==> config.mk <==
export PLATFORM = sky130hd
export DESIGN_NAME = wrs_damp
export DESIGN_NICKNAME = d
export VERILOG_FILES = /design/src/rtl/water_ripple_stencil_step_defines.svh /design/src/rtl/wrs_pkg.sv /design/src/rtl/wrs_damp.sv
export SDC_FILE = /design/constraint.sdc
export NUM_CORES = 1
export LEC_CHECK = 0
export BUFFER_PORTS_ARGS = -buffer_cell sky130_fd_sc_hd__buf_2
export CORE_UTILIZATION = 35
export CTS_CLUSTER_DIAMETER = 150
export DETAILED_ROUTE_END_ITERATION = 6
export MAX_ROUTING_LAYER = met4
export RECOVER_POWER = 25
export SYNTH_ARGS = -nofsm -noshare
export SYNTH_HDL_FRONTEND = slang
export SYNTH_SLANG_ARGS = --single-unit
==> constraint.sdc <==
create_clock -name clock -period 8.6 [get_ports clock]
set_input_delay 1.72 -clock clock [delete_from_list [all_inputs] [get_ports clock]]
set_output_delay 1.72 -clock clock [all_outputs]
set_load 0.01 [all_outputs]
==> src/rtl/water_ripple_stencil_step_defines.svh <==
// ----------------------------------------------------------------------------
// water ripple stencil step assertion macros
// shared concurrent assertion wrappers for the ripple stencil rtl
// ----------------------------------------------------------------------------
`ifndef WATER_RIPPLE_STENCIL_STEP_DEFINES_SVH
`define WATER_RIPPLE_STENCIL_STEP_DEFINES_SVH

// assertion checked on rising clock, masked while reset is high
`define WRS_ASSERT(lbl, clk, rst, prop, msg) \
   lbl: assert property (@(posedge clk) disable iff (rst) prop) else $error(msg);

// assertion checked on every rising clock, reset included
`define WRS_ASSERT_ALWAYS(lbl, clk, prop, msg) \
   lbl: assert property (@(posedge clk) prop) else $error(msg);

`endif

==> src/rtl/wrs_pkg.sv <==
// ----------------------------------------------------------------------------
// wrs_pkg
// shared constants, types and helpers of the water ripple stencil step
// ----------------------------------------------------------------------------
`default_nettype none

package wrs_pkg;

   // geometry and data widths
   localparam int WIDTH_MAX   = 1024;
   localparam int ROWS_MAX    = 1024;
   localparam int COL_BITS    = $clog2(WIDTH_MAX);
   localparam int ROW_BITS    = $clog2(ROWS_MAX);
   localparam int SIZE_BITS   = 11;
   localparam int HEIGHT_BITS = 16;
   localparam int DAMP_BITS   = 16;
   localparam int SIZE_MIN    = 3;

   // stencil arithmetic widths
   localparam int DIFF_BITS = HEIGHT_BITS + 2;
   localparam int PROD_BITS = DIFF_BITS + DAMP_BITS + 1;
   localparam int SAT_HI    = 2 ** (HEIGHT_BITS - 1) - 1;
   localparam int SAT_LO    = -(2 ** (HEIGHT_BITS - 1));

   // register map
   localparam int CSR_INDEX_BITS = 2;
   localparam int CSR_DATA_BITS  = 16;
   typedef enum logic [CSR_INDEX_BITS-1:0] {
      REG_FRAME_WIDTH  = 2'd0,
      REG_FRAME_HEIGHT = 2'd1,
      REG_DAMPING      = 2'd2
   } reg_index_type;

   // register reset values
   localparam logic [SIZE_BITS-1:0] FRAME_WIDTH_RST  = SIZE_BITS'(640);
   localparam logic [SIZE_BITS-1:0] FRAME_HEIGHT_RST = SIZE_BITS'(480);
   localparam logic [DAMP_BITS-1:0] DAMPING_RST      = DAMP_BITS'(61604);

   typedef logic signed [HEIGHT_BITS-1:0] height_type;
   typedef logic [COL_BITS-1:0]           col_type;
   typedef logic [ROW_BITS-1:0]           row_type;
   typedef logic [SIZE_BITS-1:0]          size_type;
   typedef logic signed [DIFF_BITS-1:0]   diff_type;
   typedef logic signed [PROD_BITS-1:0]   prod_type;

   // neighborhood of one output pixel as read from the line buffers
   typedef struct packed {
      height_type left;
      height_type right;
      height_type up;
      height_type prev;
   } window_type;

   // per-item control flags that travel down the pipe
   typedef struct packed {
      logic interior;
      logic last;
   } flag_type;

   typedef struct packed {
      flag_type   flags;
      height_type border;
   } ctl_type;

   // clamp a frame size register into the supported range
   function automatic size_type clamp_size(input size_type v, input int hi);
      size_type r;
      r = v;
      if (v < SIZE_BITS'(SIZE_MIN)) begin
         r = SIZE_BITS'(SIZE_MIN);
      end else if (v > SIZE_BITS'(hi)) begin
         r = SIZE_BITS'(hi);
      end
      return r;
   endfunction

endpackage

`default_nettype wire

==> src/rtl/wrs_damp.sv <==
// ----------------------------------------------------------------------------
// wrs_damp
// damping multiply (registered), then truncation toward zero and saturation
// ----------------------------------------------------------------------------
`default_nettype none

module wrs_damp (
   input  wire                               clock,
   input  wire                               en,
   input  wrs_pkg::diff_type                 diff,
   input  wire [wrs_pkg::DAMP_BITS-1:0]      damping,
   output wrs_pkg::height_type               height
);

   localparam int PB = wrs_pkg::PROD_BITS;
   localparam int DB = wrs_pkg::DIFF_BITS;
   localparam int FB = wrs_pkg::DAMP_BITS;

   localparam logic signed [PB-1:0] Q_MAX  = PB'(wrs_pkg::SAT_HI);
   localparam logic signed [PB-1:0] Q_MIN  = PB'(wrs_pkg::SAT_LO);
   localparam logic signed [PB-1:0] RND_UP = PB'((2 ** FB) - 1);

   wrs_pkg::prod_type prod_in;
   wrs_pkg::prod_type prod_ff;
   wrs_pkg::prod_type biased;
   wrs_pkg::prod_type quot;

   // signed difference times unsigned q0.16 factor
   assign prod_in = $signed({{(PB-DB){diff[DB-1]}}, diff})
                  * $signed({{(PB-FB){1'b0}}, damping});

   always_ff @(posedge clock) begin
      if (en) begin
         prod_ff <= prod_in;
      end
   end

   // bias negatives so the shift truncates toward zero
   always_comb begin
      biased = prod_ff + (prod_ff[PB-1] ? RND_UP : '0);
      quot   = biased >>> FB;
   end

   // clip to the height range
   always_comb begin
      if (quot > Q_MAX) begin
         height = Q_MAX[wrs_pkg::HEIGHT_BITS-1:0];
      end else if (quot < Q_MIN) begin
         height = Q_MIN[wrs_pkg::HEIGHT_BITS-1:0];
      end else begin
         height = quot[wrs_pkg::HEIGHT_BITS-1:0];
      end
   end

endmodule

`default_nettype wire

# Yosys cells after proc, flatten, opt, wreduce, memory -nomap -nowiden
# Cells that the tools add are included.
[op_classes] n_mux=3 magnitude_cmp=2 addsub=1 mul=1
[op_table] cell="$mux 16" n=3
[op_table] cell="$add 35x16->35" n=1
[op_table] cell="$mul 18x17->35" n=1
[op_table] cell="$gt 19x16->1 const B" n=1
[op_table] cell="$lt 19x16->1 const B" n=1
[word_totals] reg_bits=35 wordCells=8 inputBits=36 out_inout_bits=16

# Depth between registers and ports, before layout
[logic_depth] depth_word=5 ltp_mapped=25

# Worst setup path after synthesis
# Ideal clock, no wire load.
[synth_path] path_kind="input port to flip-flop" start="input port damping[8] (netlist bit)" end="register prod_ff[32] (data pin)" required_ns=8.342 arrival_ns=7.375 cell_stages=23 setup_slack_ns=0.967 setup_ns=0.258 cell_sequence="clkbuf_1 > clkbuf_1 > nand2_1 > fa_1 > inv_1 > fa_1 > fa_1 > fa_1 > fa_1 > inv_1 > fa_1 > inv_1 > ha_1 > buf_2 > a2111oi_0 > o21ai_0 > a31o_2 > a31oi_1 > o311ai_1 > a31oi_1 > o21bai_1 > a21oi_1 > xnor2_1"
[synth_via] elab_chain_cells=1
[synth_rtl] item="start, declared" line_no="wrs_damp.sv:11" source="input wire [wrs_pkg::DAMP_BITS-1:0] damping,"
[synth_rtl] item="$mul 18x17->35" line_no="wrs_damp.sv:30" source="* $signed({{(PB-FB){1'b0}}, damping});"
[synth_rtl] item="via prod_in[32]" line_no="wrs_damp.sv:23" source="wrs_pkg::prod_type prod_in;"
[synth_rtl] item="end signal, assigned" line_no="wrs_damp.sv:34" source="prod_ff <= prod_in;"
[synth_rtl] item="end, declared" line_no="wrs_damp.sv:24" source="wrs_pkg::prod_type prod_ff;"
# The timed path passes the listed nets, and every way through them passes these cells.
# A chain may end at the register's enable or synchronous reset.

# Final worst setup path
[layout_path] start="input port damping[2] (netlist bit)" end="register prod_ff[32] (data pin)"
# The elaborated chain is that of the path after synthesis.

==> run metrics <==
Detail Route Antenna Nets 0; Hold EP prod_ff[0]; Hold Crit Start diff[0]; worst hold stages 2; total global-route track usage 0.1636; post-synth net total 1835; worst hold path class in2reg; DR vias 9039; Hold Fails Final Rpt 0; Top reg by flops prod_ff; kind of critical path in2reg; detailed-placement wirelength estimate 23840 um; Layout Nets 1845; first drt pass iteration count 5; synth warn 0; Mapped Cells 1402; Peak Freq 129.5 MHz; Critical Path End Type flip-flop; ratio of cells with drive above 1 in the final layout 0.05591; routed wire length 27060 um; sequential area share after synthesis 0.08136; Max Slew Vio Count 36; port bufs 51; largest net degree at the start of global routing 36; most frequent cells in the layout inv_1, fa_1, nand2_1; Arr. time, crit path 7.75 ns; post-CTS setup buffer count 0; synth unique cells 57; Most common cell on crit path fa_1; crit path buf inv count 6; die height 194.1 um; I/O pin cnt 52; first-pass GRT wire length 48600 um; outcome complete, but fails checks; area grow syn2layout 6.082%; CTS H-tree lvls 2; cell area after synthesis 0.01292 mm2; Vias/cell 4.805; Routed WL per cell 14.39 um; Max-Slew Margin vs Limit -0.2513; Die ar. 0.03768 mm2; delay-heaviest family, CP adder cells; #FFs+latches synth 35; final setup vio count 0; Initial DRC Count 396; clk slew on worst S/H paths 0.05 ns; RSZ-0062 raised after global routing no; Final min period 7.719 ns; TritonCTS clock tree yes; Antenna diodes 0; gpl congestion 0.8977; Post-CTS Resized 0; initial core utilization 0.3546; crit path cell chain buf_2, nand2_1, inv_1, fa_1, inv_1, fa_1, fa_1, inv_1, fa_1, fa_1, inv_1, fa_1, inv_1, ha_1, a2111oi_0, o21ai_0, a31o_2, a31oi_1, o311ai_1, a31oi_1, o21bai_1, a21oi_1, xnor2_1; Post-Syn Area per Cell 9.214 um2; failing checks capacitance limit, slew limit; initial antenna violation count 0; number of synthesized flops with an enable pin 35; worst-margin pin slew 1.877 ns; biggest regs prod_ff x35; total gr overflow 0; vias in the first global route 10296; standard-cell row count 70; CP max stage cell fa_1; clock buffer depth 2; die width 194.1 um; Fillers 3732; Setup TNS 0 ns; crit share post-route 0.8976; Inserted Clock Buffers 5; clock root buffer clkbuf_16; # DRC 0; max FFs per register 35; startpoint types input port; maxcap violations 1; core footprint 0.03643 mm2; CP Max Fanout 18; most common cell after layout, fill and taps aside inv_1; CP peak stage delay 0.53 ns; Primary FF master, synth edfxtp_1; ys async rst share 0; CTS sink cnt 35; worst endpoint required time 8.63 ns; CTS Hold Buffers Added 0
-- metrics by stage --
step | instances | utilization | setup slack, ns | hold slack, ns | cell area (um2)
after floorplan | 1402 | - | 0.9674 | 1.833 | 12920
after global placement | 1873 | 0.3724 | 0.8180 | 2.299 | 13570
after detailed placement | 1873 | 0.3724 | 0.6928 | 2.302 | 13570
after CTS | 1881 | 0.3762 | 0.9705 | 2.006 | 13710
after global routing | 1881 | 0.3761 | 0.5909 | 2.017 | 13700
final | 1881 | 0.3761 | 0.8806 | 2.007 | 13700
-- layer usage --
layer  global-route usage  up-vias  wire [um]
met4              0.03645        0        521
li1                     -     4165          -
met1               0.1852     4685      10890
met3              0.01252       36        691
met2               0.3114      153      14960
met5                    -        -          0
-- kinds of logic (layout without fill, tap and decap cells) --
logic type	Yosys count	after routing	synth area share
buf+inv	425	436	0.1260
fa+ha+maj	397	397	0.5548
simple gates	381	381	0.1436
compound gates	112	112	0.05889
xor+xnor	51	51	0.03458
flops	35	35	0.08136
mux	1	1	0.0007748
-- worst max-delay path by stage --
| stage | from | end | cells past startpoint |
|---|---|---|---|
| detailed placement | damping[2] | prod_ff[32] | 23 |
| floorplan | damping[8] | prod_ff[32] | 23 |
| global route | damping[2] | prod_ff[32] | 23 |
| finish | damping[2] | prod_ff[32] | 23 |
| CTS | damping[2] | prod_ff[32] | 23 |
| global placement | damping[2] | prod_ff[32] | 23 |
-- layout make-up --
class | count | area (um2) | area share
Clock buffer | 7 | 132.6 | 0.009678
Clock inverter | 1 | 5.005 | 0.0003652
Inverter | 374 | 1404 | 0.1024
Multi-Input combinational cell | 942 | 10250 | 0.7480
Sequential cell | 35 | 1051 | 0.07669
Tap cell | 468 | 585.6 | 0.04273
Timing Repair Buffer | 54 | 275.3 | 0.02009
-- cell usage after synthesis (4+ instances only) --
master / instances / area (um2)
clkbuf_1: 47 / 176.4
o21ai_0: 22 / 110.1
or3_1: 4 / 25.02
fa_1: 293 / 5866
a31oi_1: 5 / 31.28
o21a_1: 5 / 37.54
nand3_1: 11 / 55.05
a21oi_1: 26 / 130.1
nand4_1: 7 / 43.79
edfxtp_1: 35 / 1051
o21bai_1: 5 / 37.54
a211oi_1: 4 / 30.03
xnor2_1: 41 / 359.1
inv_1: 374 / 1404
a21o_1: 11 / 82.58
xor2_1: 10 / 87.58
nand2_1: 190 / 713.2
o211ai_1: 5 / 37.54
nor2_1: 26 / 97.59
o21ai_2: 11 / 96.34
and2_1: 118 / 738.2
ha_1: 104 / 1301
nor3_1: 5 / 25.02
Power is left out: the tool's default activity adds up to more than one toggle a clock period on the data nets, which glitch-free logic cannot reach.
