**src/rtl/water_ripple_stencil_step_defines.svh**
```systemverilog
// ----------------------------------------------------------------------------
// water ripple stencil step assertion macros
// shared concurrent assertion wrappers for the ripple stencil rtl
// ----------------------------------------------------------------------------
`ifndef WATER_RIPPLE_STENCIL_STEP_DEFINES_SVH
`define WATER_RIPPLE_STENCIL_STEP_DEFINES_SVH

// assertion checked on rising clock, masked while reset is high
`define WRS_ASSERT(lbl, clk, rst, prop, msg) \
   lbl: assert property (@(posedge clk) disable iff (rst) prop) else $error(msg);

// assertion checked on every rising clock, reset included
`define WRS_ASSERT_ALWAYS(lbl, clk, prop, msg) \
   lbl: assert property (@(posedge clk) prop) else $error(msg);

`endif

```
**src/rtl/wrs_pkg.sv**
```systemverilog
// ----------------------------------------------------------------------------
// wrs_pkg
// shared constants, types and helpers of the water ripple stencil step
// ----------------------------------------------------------------------------
`default_nettype none

package wrs_pkg;

   // geometry and data widths
   localparam int WIDTH_MAX   = 1024;
   localparam int ROWS_MAX    = 1024;
   localparam int COL_BITS    = $clog2(WIDTH_MAX);
   localparam int ROW_BITS    = $clog2(ROWS_MAX);
   localparam int SIZE_BITS   = 11;
   localparam int HEIGHT_BITS = 16;
   localparam int DAMP_BITS   = 16;
   localparam int SIZE_MIN    = 3;

   // stencil arithmetic widths
   localparam int DIFF_BITS = HEIGHT_BITS + 2;
   localparam int PROD_BITS = DIFF_BITS + DAMP_BITS + 1;
   localparam int SAT_HI    = 2 ** (HEIGHT_BITS - 1) - 1;
   localparam int SAT_LO    = -(2 ** (HEIGHT_BITS - 1));

   // register map
   localparam int CSR_INDEX_BITS = 2;
   localparam int CSR_DATA_BITS  = 16;
   typedef enum logic [CSR_INDEX_BITS-1:0] {
      REG_FRAME_WIDTH  = 2'd0,
      REG_FRAME_HEIGHT = 2'd1,
      REG_DAMPING      = 2'd2
   } reg_index_type;

   // register reset values
   localparam logic [SIZE_BITS-1:0] FRAME_WIDTH_RST  = SIZE_BITS'(640);
   localparam logic [SIZE_BITS-1:0] FRAME_HEIGHT_RST = SIZE_BITS'(480);
   localparam logic [DAMP_BITS-1:0] DAMPING_RST      = DAMP_BITS'(61604);

   typedef logic signed [HEIGHT_BITS-1:0] height_type;
   typedef logic [COL_BITS-1:0]           col_type;
   typedef logic [ROW_BITS-1:0]           row_type;
   typedef logic [SIZE_BITS-1:0]          size_type;
   typedef logic signed [DIFF_BITS-1:0]   diff_type;
   typedef logic signed [PROD_BITS-1:0]   prod_type;

   // neighborhood of one output pixel as read from the line buffers
   typedef struct packed {
      height_type left;
      height_type right;
      height_type up;
      height_type prev;
   } window_type;

   // per-item control flags that travel down the pipe
   typedef struct packed {
      logic interior;
      logic last;
   } flag_type;

   typedef struct packed {
      flag_type   flags;
      height_type border;
   } ctl_type;

   // clamp a frame size register into the supported range
   function automatic size_type clamp_size(input size_type v, input int hi);
      size_type r;
      r = v;
      if (v < SIZE_BITS'(SIZE_MIN)) begin
         r = SIZE_BITS'(SIZE_MIN);
      end else if (v > SIZE_BITS'(hi)) begin
         r = SIZE_BITS'(hi);
      end
      return r;
   endfunction

endpackage

`default_nettype wire

```
**src/rtl/wrs_stencil.sv**
```systemverilog
// ----------------------------------------------------------------------------
// wrs_stencil
// four-neighbor sum, floor halving and previous-height subtract, registered
// ----------------------------------------------------------------------------
`default_nettype none

module wrs_stencil (
   input  wire                     clock,
   input  wire                     en,
   input  wrs_pkg::window_type     window,
   input  wrs_pkg::height_type     down,
   output wrs_pkg::diff_type       diff
);

   localparam int EXT = wrs_pkg::DIFF_BITS - wrs_pkg::HEIGHT_BITS;

   wrs_pkg::diff_type sum;
   wrs_pkg::diff_type half;
   wrs_pkg::diff_type diff_in;
   wrs_pkg::diff_type diff_ff;

   // sign-extended neighbor sum, arithmetic shift floors the halving
   always_comb begin
      sum = $signed({{EXT{window.left[wrs_pkg::HEIGHT_BITS-1]}}, window.left})
          + $signed({{EXT{window.right[wrs_pkg::HEIGHT_BITS-1]}}, window.right})
          + $signed({{EXT{window.up[wrs_pkg::HEIGHT_BITS-1]}}, window.up})
          + $signed({{EXT{down[wrs_pkg::HEIGHT_BITS-1]}}, down});
      half    = sum >>> 1;
      diff_in = half - $signed({{EXT{window.prev[wrs_pkg::HEIGHT_BITS-1]}}, window.prev});
   end

   always_ff @(posedge clock) begin
      if (en) begin
         diff_ff <= diff_in;
      end
   end

   assign diff = diff_ff;

endmodule

`default_nettype wire

```
**config.mk**
```make
export PLATFORM = sky130hd
export DESIGN_NAME = wrs_stencil
export DESIGN_NICKNAME = d
export VERILOG_FILES = /design/src/rtl/water_ripple_stencil_step_defines.svh /design/src/rtl/wrs_pkg.sv /design/src/rtl/wrs_stencil.sv
export SDC_FILE = /design/constraint.sdc
export NUM_CORES = 1
export LEC_CHECK = 0
export ABC_AREA = 1
export BUFFER_PORTS_ARGS = -buffer_cell sky130_fd_sc_hd__buf_4
export CAP_MARGIN = 20
export CORE_UTILIZATION = 27
export CTS_CLUSTER_SIZE = 14
export DETAILED_ROUTE_END_ITERATION = 10
export PLACE_DENSITY_LB_ADDON = 0.08
export SYNTH_ARGS = -nofsm -noshare
export SYNTH_HDL_FRONTEND = slang
export SYNTH_SLANG_ARGS = --single-unit
```
**constraint.sdc**
```tcl
create_clock -name clock -period 6.1 [get_ports clock]
set_input_delay 0 -clock clock [delete_from_list [all_inputs] [get_ports clock]]
set_output_delay 0 -clock clock [all_outputs]
set_load 0.005 [all_outputs]
```
# ---- After elaboration in Yosys (flattened, before gate mapping)
# Index checks and enable logic that the tools add are counted.
dict set report totals {
  out_inout_bits 18
  mem_bits_rw 0
  input_bits 82
  latchBits 0
  n_memories 0
  regBits 18
  romBits 0
  elab_cells 5
}
dict set report classes {
  reduce_logical 0
  order_cmp 0
  addsub 4
  div 0
  mul 0
  shifts 0
  n_mux 0
  n_eq_ne 0
  bitwise 0
}
# operator n
set ops {}
lappend ops {{$add 17x16->18} 1}
lappend ops {{$add 18x16->18} 1}
lappend ops {{$sub 17x16->18} 1}
lappend ops {{$add 16x16->17} 1}

# ---- Longest topological paths before layout
# Gate-level depths: netlist of the first run.
dict set report logic_depth {
  word_depth 4
  ltp_mapped 23
}

# ---- Worst setup path before layout of the first run
# Ideal clock, no wire load.
dict set report synth_path {
  kind {in2reg}
  from {in window[17] in the netlist's numbering}
  to {reg diff_ff[17] (netlist: diff[17]), data pin}
  n_path_buf 0
  slack_ps 2712
  required_time_ps 5848
  setup_time_ps 252
  arrival_time_ps 3135
  stages 20
  cell_sequence {inv_1 > fa_1 > inv_1 > fa_1 > ha_1 > inv_1 > fa_1 > o21ai_2 > nand2_1 > nand2_2 > nand2_1 > nand3_1 > nand2_1 > ha_1 > a21oi_1 > o21ai_0 > a21oi_1 > nand2_1 > nand2_1 > nand2_1}
}
dict set report synth_between {
  elab_chain_cells 3
}
# item line
set synth_lines {}
lappend synth_lines {{from (decl)} wrs_stencil.sv:10} ;# input wrs_pkg::window_type window,
lappend synth_lines {{$add 17x16->18} wrs_stencil.sv:26} ;# + $signed({{EXT{window.up[wrs_pkg::HEIGHT_BITS-1]}}, window.up})
lappend synth_lines {{$add 18x16->18} wrs_stencil.sv:27} ;# + $signed({{EXT{down[wrs_pkg::HEIGHT_BITS-1]}}, down});
lappend synth_lines {{$sub 17x16->18} wrs_stencil.sv:29} ;# diff_in = half - $signed({{EXT{window.prev[wrs_pkg::HEIGHT_BITS-1]}}, window.prev});
lappend synth_lines {{net diff_in[17]} wrs_stencil.sv:19} ;# wrs_pkg::diff_type diff_in;
lappend synth_lines {{to (signal assigned)} wrs_stencil.sv:34} ;# diff_ff <= diff_in;
lappend synth_lines {{to (decl)} wrs_stencil.sv:20} ;# wrs_pkg::diff_type diff_ff;
# The timed path passes the listed nets, and every way through them passes these cells.
# A chain may end at the register's enable or synchronous reset.

# ---- Final worst setup path of the first run
# Same ends and word-level chain as after synthesis.

==> results of run 1 <==
==> through the flow <==
step | cells | total power (uW) | setup WS, ns | utilization, %
after floorplan | 489 | 1280 | 2.712 | -
after global placement | 756 | 1681 | 2.282 | 35.74
after detailed placement | 756 | 1685 | 2.233 | 35.74
after CTS | 759 | 1816 | 2.475 | 36.36
after global routing | 759 | 2020 | 2.272 | 36.36
final | 759 | 1788 | 2.510 | 36.36
==> Yosys cell counts, drive strengths merged <==
cell / number / area share (%)
edfxtp: 18 / 16
and2: 3 / 0.59
xor2: 14 / 3.6
o21ai: 13 / 2.0
inv: 144 / 16
nand3: 28 / 4.3
a21oi: 30 / 4.7
nand4: 1 / 0.19
nor3: 5 / 0.74
ha: 33 / 12
xnor2: 2 / 0.52
nand2: 136 / 15
fa: 34 / 20
nor2: 28 / 3.4
==> power by group through the flow <==
stage | Combinational [uW] | Sequential (uW) | Clock [uW]
after floorplan | 996 | 284 | 0
after global placement | 1410 | 274 | 0
after detailed placement | 1410 | 275 | 0
after CTS | 1410 | 273 | 128
after global routing | 1610 | 277 | 134
final | 1390 | 271 | 124
==> area by class of cell <==
class / count / area (um2)
Sequential cell: 18 / 540.5
Timing Repair Buffer: 99 / 743.2
Clock buffer: 3 / 75.07
Multi-Input combinational cell: 327 / 2295
Inverter: 144 / 540.5
Tap cell: 168 / 210.2
Fill cell: 1351 / 7707
==> path summary, 6_finish.rpt <==
path / endpoint / slack (ns)
worst max-delay path: diff[17] / 2.51
worst min-delay path: diff[1] / 0.14
==> cell families (layout without fill, tap and decap cells) <==
family,count (synthesis),count (layout)
and+or+nand+nor,201,201
xor gates and xnor gates,16,16
buffers and inverters,144,246
adders and majority gates,67,67
AOI/OAI and AO/OA,43,43
DFF,18,18
==> critical path: stages <==
cell and delay [ns]:
sky130_fd_sc_hd__buf_4 0.08, sky130_fd_sc_hd__inv_1 0.04, sky130_fd_sc_hd__fa_1 0.53, sky130_fd_sc_hd__inv_1 0.05
sky130_fd_sc_hd__fa_1 0.50, sky130_fd_sc_hd__ha_1 0.18, sky130_fd_sc_hd__inv_1 0.06, sky130_fd_sc_hd__fa_1 0.41
sky130_fd_sc_hd__o21ai_2 0.21, sky130_fd_sc_hd__nand2_1 0.09, sky130_fd_sc_hd__nand2_2 0.09, sky130_fd_sc_hd__nand2_1 0.07
sky130_fd_sc_hd__nand3_1 0.07, sky130_fd_sc_hd__nand2_1 0.06, sky130_fd_sc_hd__ha_1 0.36, sky130_fd_sc_hd__a21oi_1 0.23
sky130_fd_sc_hd__o21ai_0 0.15, sky130_fd_sc_hd__a21oi_1 0.21, sky130_fd_sc_hd__nand2_1 0.08, sky130_fd_sc_hd__nand2_1 0.05
sky130_fd_sc_hd__nand2_1 0.05
==> metal layers <==
layer  routed length, um  vias to the layer above
met3                 207                        4
met4                  59                        0
met5                   0                        -
li1                    -                     1665
met2                3644                       55
met1                3434                     1326
==> out/summary.md, run 1 <==
Outcome
• finished clean — result of the run

GRT
• 14.71% — global-route track usage on met1
• 0 — number of antenna violations at the first check in global routing
• 12.08% — GRT Overall Usage
• met2 — most used routing layer in global routing
• 19 — maximum number of pins on one net before global-route repair
• 3138 — via count of the first global-routing pass
• 23.05% — met2 usage
• 12870 um — wire length of the first global-routing pass
• 0 — total congestion overflow after global routing
• 0.6376% — GR Layer Usage met3

Yosys
• 0 — Warnings, synthesis
• 32.39% — share of synthesized cell area in full adder, half adder and majority cells
• 4.151% — share of the synthesized netlist area taken by xor and xnor gates
• 21 — unique cell type count in the Yosys netlist
• 18 — synthesized flop and latch total
• 16.01% — part of the Yosys area used for sequential elements
• 489 — number of cells produced by synthesis
• 0% — mux cell area share after synthesis
• 3376 um2 — area of the mapped netlist
• 6.709% — Synth Area in Compound Gates
• 24.72% — post-synthesis share of cell area spent on and, or, nand and nor gates
• 638 — net count after synthesis
• adder cells — combinational family with the most area after synthesis
• 6.903 um2 — Post-Synthesis Mean Instance Area

Power and ir drop
• 109.3 uV — maximum ir drop on the vdd rail
• 49.66% — proportion of total power due to net switching
• 77.9% — Comb power frac
• 900.0 uW — Internal Dissipation
• 405.9 nW/um2 — pwr dens
• 0.002568 uW — static leakage
• 6.9% — part of the total power dissipated in the clock network
• 887.7 uW — Sw Pwr
• 15.2% — Flop pwr share

Run
• 0 — reported max-cap violation count

Timing
• 58.85% — Period Utilization, post-route
• 0.1392 ns — worst-case hold slack
• 0 — Hold Vio Cnt, Final
• 0 — # setup viols final
• 0 ns — Post-Route Setup TNS
• 0.2863 ns — slew of the pin with the lowest slew margin
• 80.71% — remaining max-slew budget at the tightest pin
• 278.6 MHz — highest achievable clock rate
• 0 — final number of max-transition violations
• no — setup repair after global routing missed its margin
• 3.590 ns — shortest period the worst path allows

Clock tree
• 0.05 ns — clock-pin slew on the worst setup and hold paths
• 0 — Setup Buffers After CTS
• 18 — number of clock sinks
• 3 — number of buffers created by CTS
• done — TritonCTS clock tree
• 2 — number of buffers on the longest clock path
• 0 — count of hold-fix buffers inserted at cts
• 1 — H-tree levels
• sky130_fd_sc_hd__clkbuf_16 — CTS Root Buffer Type
• 0 — total of cells resized after clock tree synthesis

Worst setup path
• window[17] — Worst setup startpoint
• 3.59 ns — Critical Path AT
• 6 — worst-path maximum fanout
• input port — Setup crit start kind
• flip-flop — sort of element at the end of the critical path
• input port to flip-flop — type of the worst setup path
• 6.10 ns — required time at the endpoint of the critical path

Die
• 100 — # IOs
• 113.8 um — Die Ht
• 113.8 um — Chip Width
• 40 — Placement Rows
• 27.87% — starting density of the core
• 12110 um2 — core box area
• 12950 um2 — floorplan die area

Finish
• 30.47% — Area growth syn-to-layout
• 19.29% — share of post-route cells with drive strength above 1
• 18 — max reg flops
• sky130_fd_sc_hd__inv_1 — commonest non-fill, non-tap cell in the layout
• 742 — Final nets
• 4404 um2 — Design Area, Final
• 0 — n_diodes
• sky130_fd_sc_hd__inv_1 (144), sky130_fd_sc_hd__nand2_1 (131), sky130_fd_sc_hd__buf_4 (99), sky130_fd_sc_hd__fa_1 (34), sky130_fd_sc_hd__ha_1 (33) — top library cells by usage in the layout, fill and taps aside

Worst hold path
• input port to flip-flop — class of the most critical hold timing path
• 1 — Cells on Worst Hold Path
• en — hold path startpoint

Routing
• 3050 — total number of vias
• 5 — DR pass1 iterations
• 0 — count of antenna-violating nets left after detailed routing
• 59 — DRT iter0 DRCs
• 7345 um — wire length reported by the detailed router
• 0 — Post-route DRC
• 9.677 um — DR WL/cell
• 4.018 — post-DR vias/cell

Placement
• 99 — Port Buffer Count
• 6848 um — placed wire-length estimate after detailed placement
• 4329 um2 — area after detailed placement
• 0.7901 — RD Place Congestion

No activity file was read; power rests on OpenSTA's default activity.
==> inputs of run 2 (changes only) <==
Settings changed: ABC_AREA 1 to 0.
Clock period 6.1 ns to 3.4 ns, I/O delays scaled along.
==> out/summary.md, run 2 <==
Clock tree
• 0.05 ns — clock-pin slew on the worst setup and hold paths, about the same
• done — TritonCTS clock tree, unchanged
• 3 — number of buffers created by CTS, unchanged
• 0 — count of hold-fix buffers inserted at cts, unchanged
• sky130_fd_sc_hd__clkbuf_16 — CTS Root Buffer Type, unchanged
• 2 — number of buffers on the longest clock path, unchanged
• 18 — number of clock sinks, unchanged
• 1 — H-tree levels, unchanged

Timing
• 9 — # setup viols final, was 0
• 77.56% — remaining max-slew budget at the tightest pin, was 80.71%
• 3.632 ns — shortest period the worst path allows
• yes — setup repair after global routing missed its margin, was no
• 106.8% — Period Utilization, post-route
• 0 — Hold Vio Cnt, Final, unchanged
• 0.3320 ns — slew of the pin with the lowest slew margin, was 0.2863 ns
• -0.2315 ns — final worst slack, was 2.510 ns
• 0 — final number of max-transition violations, unchanged
• 275.4 MHz — highest achievable clock rate

Power and ir drop
• 42.36% — proportion of total power due to net switching, was 49.66%
• 292.5 uV — maximum ir drop on the vdd rail, was 109.3 uV
• 3123 uW — Internal Dissipation, was 900.0 uW
• 2295 uW — Sw Pwr, was 887.7 uW
• 0.002770 uW — static leakage, was 0.002568 uW
• 86.3% — Comb power frac, was 77.9%
• 978.3 nW/um2 — pwr dens, was 405.9 nW/um2
• 4.3% — part of the total power dissipated in the clock network, was 6.9%
• 9.3% — Flop pwr share, was 15.2%

Die
• 113.9 um — Die Ht, was 113.8 um
• 40 — Placement Rows, unchanged
• 27.92% — starting density of the core, was 27.87%
• 113.9 um — Chip Width, was 113.8 um
• 100 — # IOs, unchanged
• 12980 um2 — floorplan die area, was 12950 um2
• 12110 um2 — core box area, unchanged

Finish
• 0 — n_diodes, unchanged
• 18 — max reg flops, unchanged
• 63.78% — Area growth syn-to-layout, was 30.47%
• 745 — Final nets, was 742
• sky130_fd_sc_hd__buf_4 (196), sky130_fd_sc_hd__inv_1 (100), sky130_fd_sc_hd__fa_1 (32), sky130_fd_sc_hd__ha_1 (29) — top library cells by usage in the layout, fill and taps aside, was sky130_fd_sc_hd__inv_1 (144), sky130_fd_sc_hd__nand2_1 (131), sky130_fd_sc_hd__buf_4 (99), sky130_fd_sc_hd__fa_1 (34), sky130_fd_sc_hd__ha_1 (33)
• 45.55% — share of post-route cells with drive strength above 1, was 19.29%
• sky130_fd_sc_hd__buf_4 — commonest non-fill, non-tap cell in the layout, was sky130_fd_sc_hd__inv_1
• 5539 um2 — Design Area, Final, was 4404 um2

Yosys
• sky130_fd_sc_hd__edfxtp_1 — top_reg_cell synth, unchanged
• 32.33% — share of synthesized cell area in full adder, half adder and majority cells, was 32.39%
• 10.77% — post-synthesis share of cell area spent on and, or, nand and nor gates, was 24.72%
• 15.98% — part of the Yosys area used for sequential elements, was 16.01%
• 21.42% — Synth Area in Compound Gates, was 6.709%
• 55 — unique cell type count in the Yosys netlist, was 21
• 545 — net count after synthesis, was 638
• 8.540 um2 — Post-Synthesis Mean Instance Area, was 6.903 um2
• 20.13% — area share of the leading cell type in the synthesized netlist, was 20.16%
• 18 — number of enable-type register cells in the synthesized netlist, unchanged
• sky130_fd_sc_hd__inv_1 (104), sky130_fd_sc_hd__fa_1 (34), sky130_fd_sc_hd__ha_1 (33) — Post-synth top cells, was sky130_fd_sc_hd__inv_1 (144), sky130_fd_sc_hd__nand2_1 (131), sky130_fd_sc_hd__fa_1 (34)
• 0 — Warnings, synthesis, unchanged
• 0% — async set or reset register ratio after synthesis, unchanged
• 6.474% — share of the synthesized netlist area taken by xor and xnor gates, was 4.151%
• 0% — mux cell area share after synthesis, unchanged
• 396 — number of cells produced by synthesis, was 489
• sky130_fd_sc_hd__fa_1 (20%), sky130_fd_sc_hd__edfxtp_1 (16%), sky130_fd_sc_hd__ha_1 (12%), sky130_fd_sc_hd__inv_1 (12%), sky130_fd_sc_hd__xnor2_1 (4.4%) — leading post-synthesis cells by cell area, was sky130_fd_sc_hd__fa_1 (20%), sky130_fd_sc_hd__edfxtp_1 (16%), sky130_fd_sc_hd__inv_1 (16%), sky130_fd_sc_hd__nand2_1 (15%), sky130_fd_sc_hd__ha_1 (12%)
• 18 — synthesized flop and latch total, unchanged
• sky130_fd_sc_hd__fa_1 — largest area contributor in the netlist, unchanged
• 3382 um2 — area of the mapped netlist, was 3376 um2
• sky130_fd_sc_hd__inv_1 — count leader, synth, unchanged
• adder cells — combinational family with the most area after synthesis, unchanged

GRT
• 13.60% — GRT Overall Usage, was 12.08%
• 0 — total congestion overflow after global routing, unchanged
• 3305 — via count of the first global-routing pass, was 3138
• 0 — number of antenna violations at the first check in global routing, unchanged
• 19 — maximum number of pins on one net before global-route repair, unchanged
• 14390 um — wire length of the first global-routing pass, was 12870 um

Outcome
• finished, violations left — result of the run, was finished clean
• setup timing — violated checks

Worst setup path
• window[49] — Worst setup startpoint, was window[17]
• 3.40 ns — required time at the endpoint of the critical path, was 6.10 ns
• flip-flop — sort of element at the end of the critical path, unchanged
• 4 — worst-path maximum fanout, was 6
• 3.63 ns — Critical Path AT, was 3.59 ns
• input port — Setup crit start kind, unchanged
• input port to flip-flop — type of the worst setup path, unchanged

Routing
• 4.286 — post-DR vias/cell, was 4.018
• 3270 — total number of vias, was 3050
• 4 — DR pass1 iterations, was 5
• 0 — count of antenna-violating nets left after detailed routing, unchanged
• 0 — Post-route DRC, unchanged
• 89 — DRT iter0 DRCs, was 59
• 11.20 um — DR WL/cell, was 9.677 um
• 8547 um — wire length reported by the detailed router, was 7345 um

Placement
• 5045 um2 — area after detailed placement, was 4329 um2
• 0.8158 — RD Place Congestion, was 0.7901
• 99 — Port Buffer Count, unchanged
• -0.6646 ns — worst setup slack before clock tree synthesis, was 2.233 ns
• 7450 um — placed wire-length estimate after detailed placement, was 6848 um

Worst hold path
• en — hold path startpoint, unchanged
• input port to flip-flop — class of the most critical hold timing path, unchanged

Run
• 0 — reported max-cap violation count, unchanged

## run 2: area by class of cell
| class | count | area [um2] |
|---|---|---|
| Timing Repair Buffer | 204 | 1565 |
| Tap cell | 168 | 210.2 |
| Sequential cell | 18 | 540.5 |
| Multi-Input combinational cell | 265 | 2744 |
| Fill cell | 1219 | 6573 |
| Inverter | 104 | 400.4 |
| Clock inverter | 1 | 3.754 |
| Clock buffer | 3 | 75.07 |
## run 2: per-stage QoR
| stage | total power, uW | hold slack, ns | std cells | TNS (ns) | util (%) |
|---|---|---|---|---|---|
| final | 5419 | 0.1360 | 763 | -1.424 | 45.73 |
| after global routing | 5889 | 0.1426 | 763 | -3.312 | 45.73 |
| after CTS | 5034 | 0.1396 | 758 | -1.860 | 44.03 |
| after detailed placement | 4412 | 0.3958 | 748 | -6.762 | 41.65 |
| after global placement | 4423 | 0.3959 | 748 | -6.226 | 41.65 |
| after floorplan | 2810 | 0.1125 | 396 | -2.100 | - |
## run 2: worst paths after layout
| path | to | slack, ns | cells past startpoint |
|---|---|---|---|
| worst min-delay path | diff[2] | 0.14 | 1 |
| worst max-delay path | diff[17] | -0.23 | 19 |
## run 2: repair_timing
item,CTS,global route
setup buffers,6,5
pin swaps,42,15
resized for setup,36,34
endpoints found under the setup margin,12,13
## run 2: metal layers
| layer | wire [um] | global-route usage [%] |
|---|---|---|
| met5 | 0 | 0 |
| met2 | 4259 | 24.40 |
| met1 | 3906 | 17.27 |
| met4 | 103 | 4.416 |
| met3 | 277 | 0.9564 |
## run 2: cell families (layout without fill, tap and decap cells)
family,Yosys count,after routing
flip-flops,18,18
buffers and inverters,113,312
AO/OA/AOI/OAI,100,100
AND/OR/NAND/NOR,73,73
adder cells (fa/ha/maj),67,67
XOR/XNOR,25,25
## run 2: worst max-delay path, stage by stage
cell                      delay, ns
sky130_fd_sc_hd__buf_8         0.07
sky130_fd_sc_hd__inv_4         0.02
sky130_fd_sc_hd__fa_1          0.52
sky130_fd_sc_hd__inv_1         0.05
sky130_fd_sc_hd__fa_1          0.51
sky130_fd_sc_hd__ha_2          0.19
sky130_fd_sc_hd__inv_2         0.04
sky130_fd_sc_hd__fa_2          0.41
sky130_fd_sc_hd__nor2b_4       0.15
sky130_fd_sc_hd__o31ai_4       0.08
sky130_fd_sc_hd__nand2_2       0.11
sky130_fd_sc_hd__a41oi_2       0.11
sky130_fd_sc_hd__xnor2_1       0.15
sky130_fd_sc_hd__ha_1          0.38
sky130_fd_sc_hd__nand4_1       0.19
sky130_fd_sc_hd__buf_4         0.20
sky130_fd_sc_hd__buf_4         0.14
sky130_fd_sc_hd__o31ai_4       0.22
sky130_fd_sc_hd__o41ai_2       0.08
## run 2: power groups by stage
| stage | clock, uW | sequential, uW | combinational, uW |
|---|---|---|---|
| after floorplan | 0 | 527 | 2280 |
| after global placement | 0 | 511 | 3910 |
| after detailed placement | 0 | 511 | 3900 |
| after CTS | 240 | 507 | 4290 |
| after global routing | 248 | 518 | 5120 |
| final | 235 | 505 | 4680 |
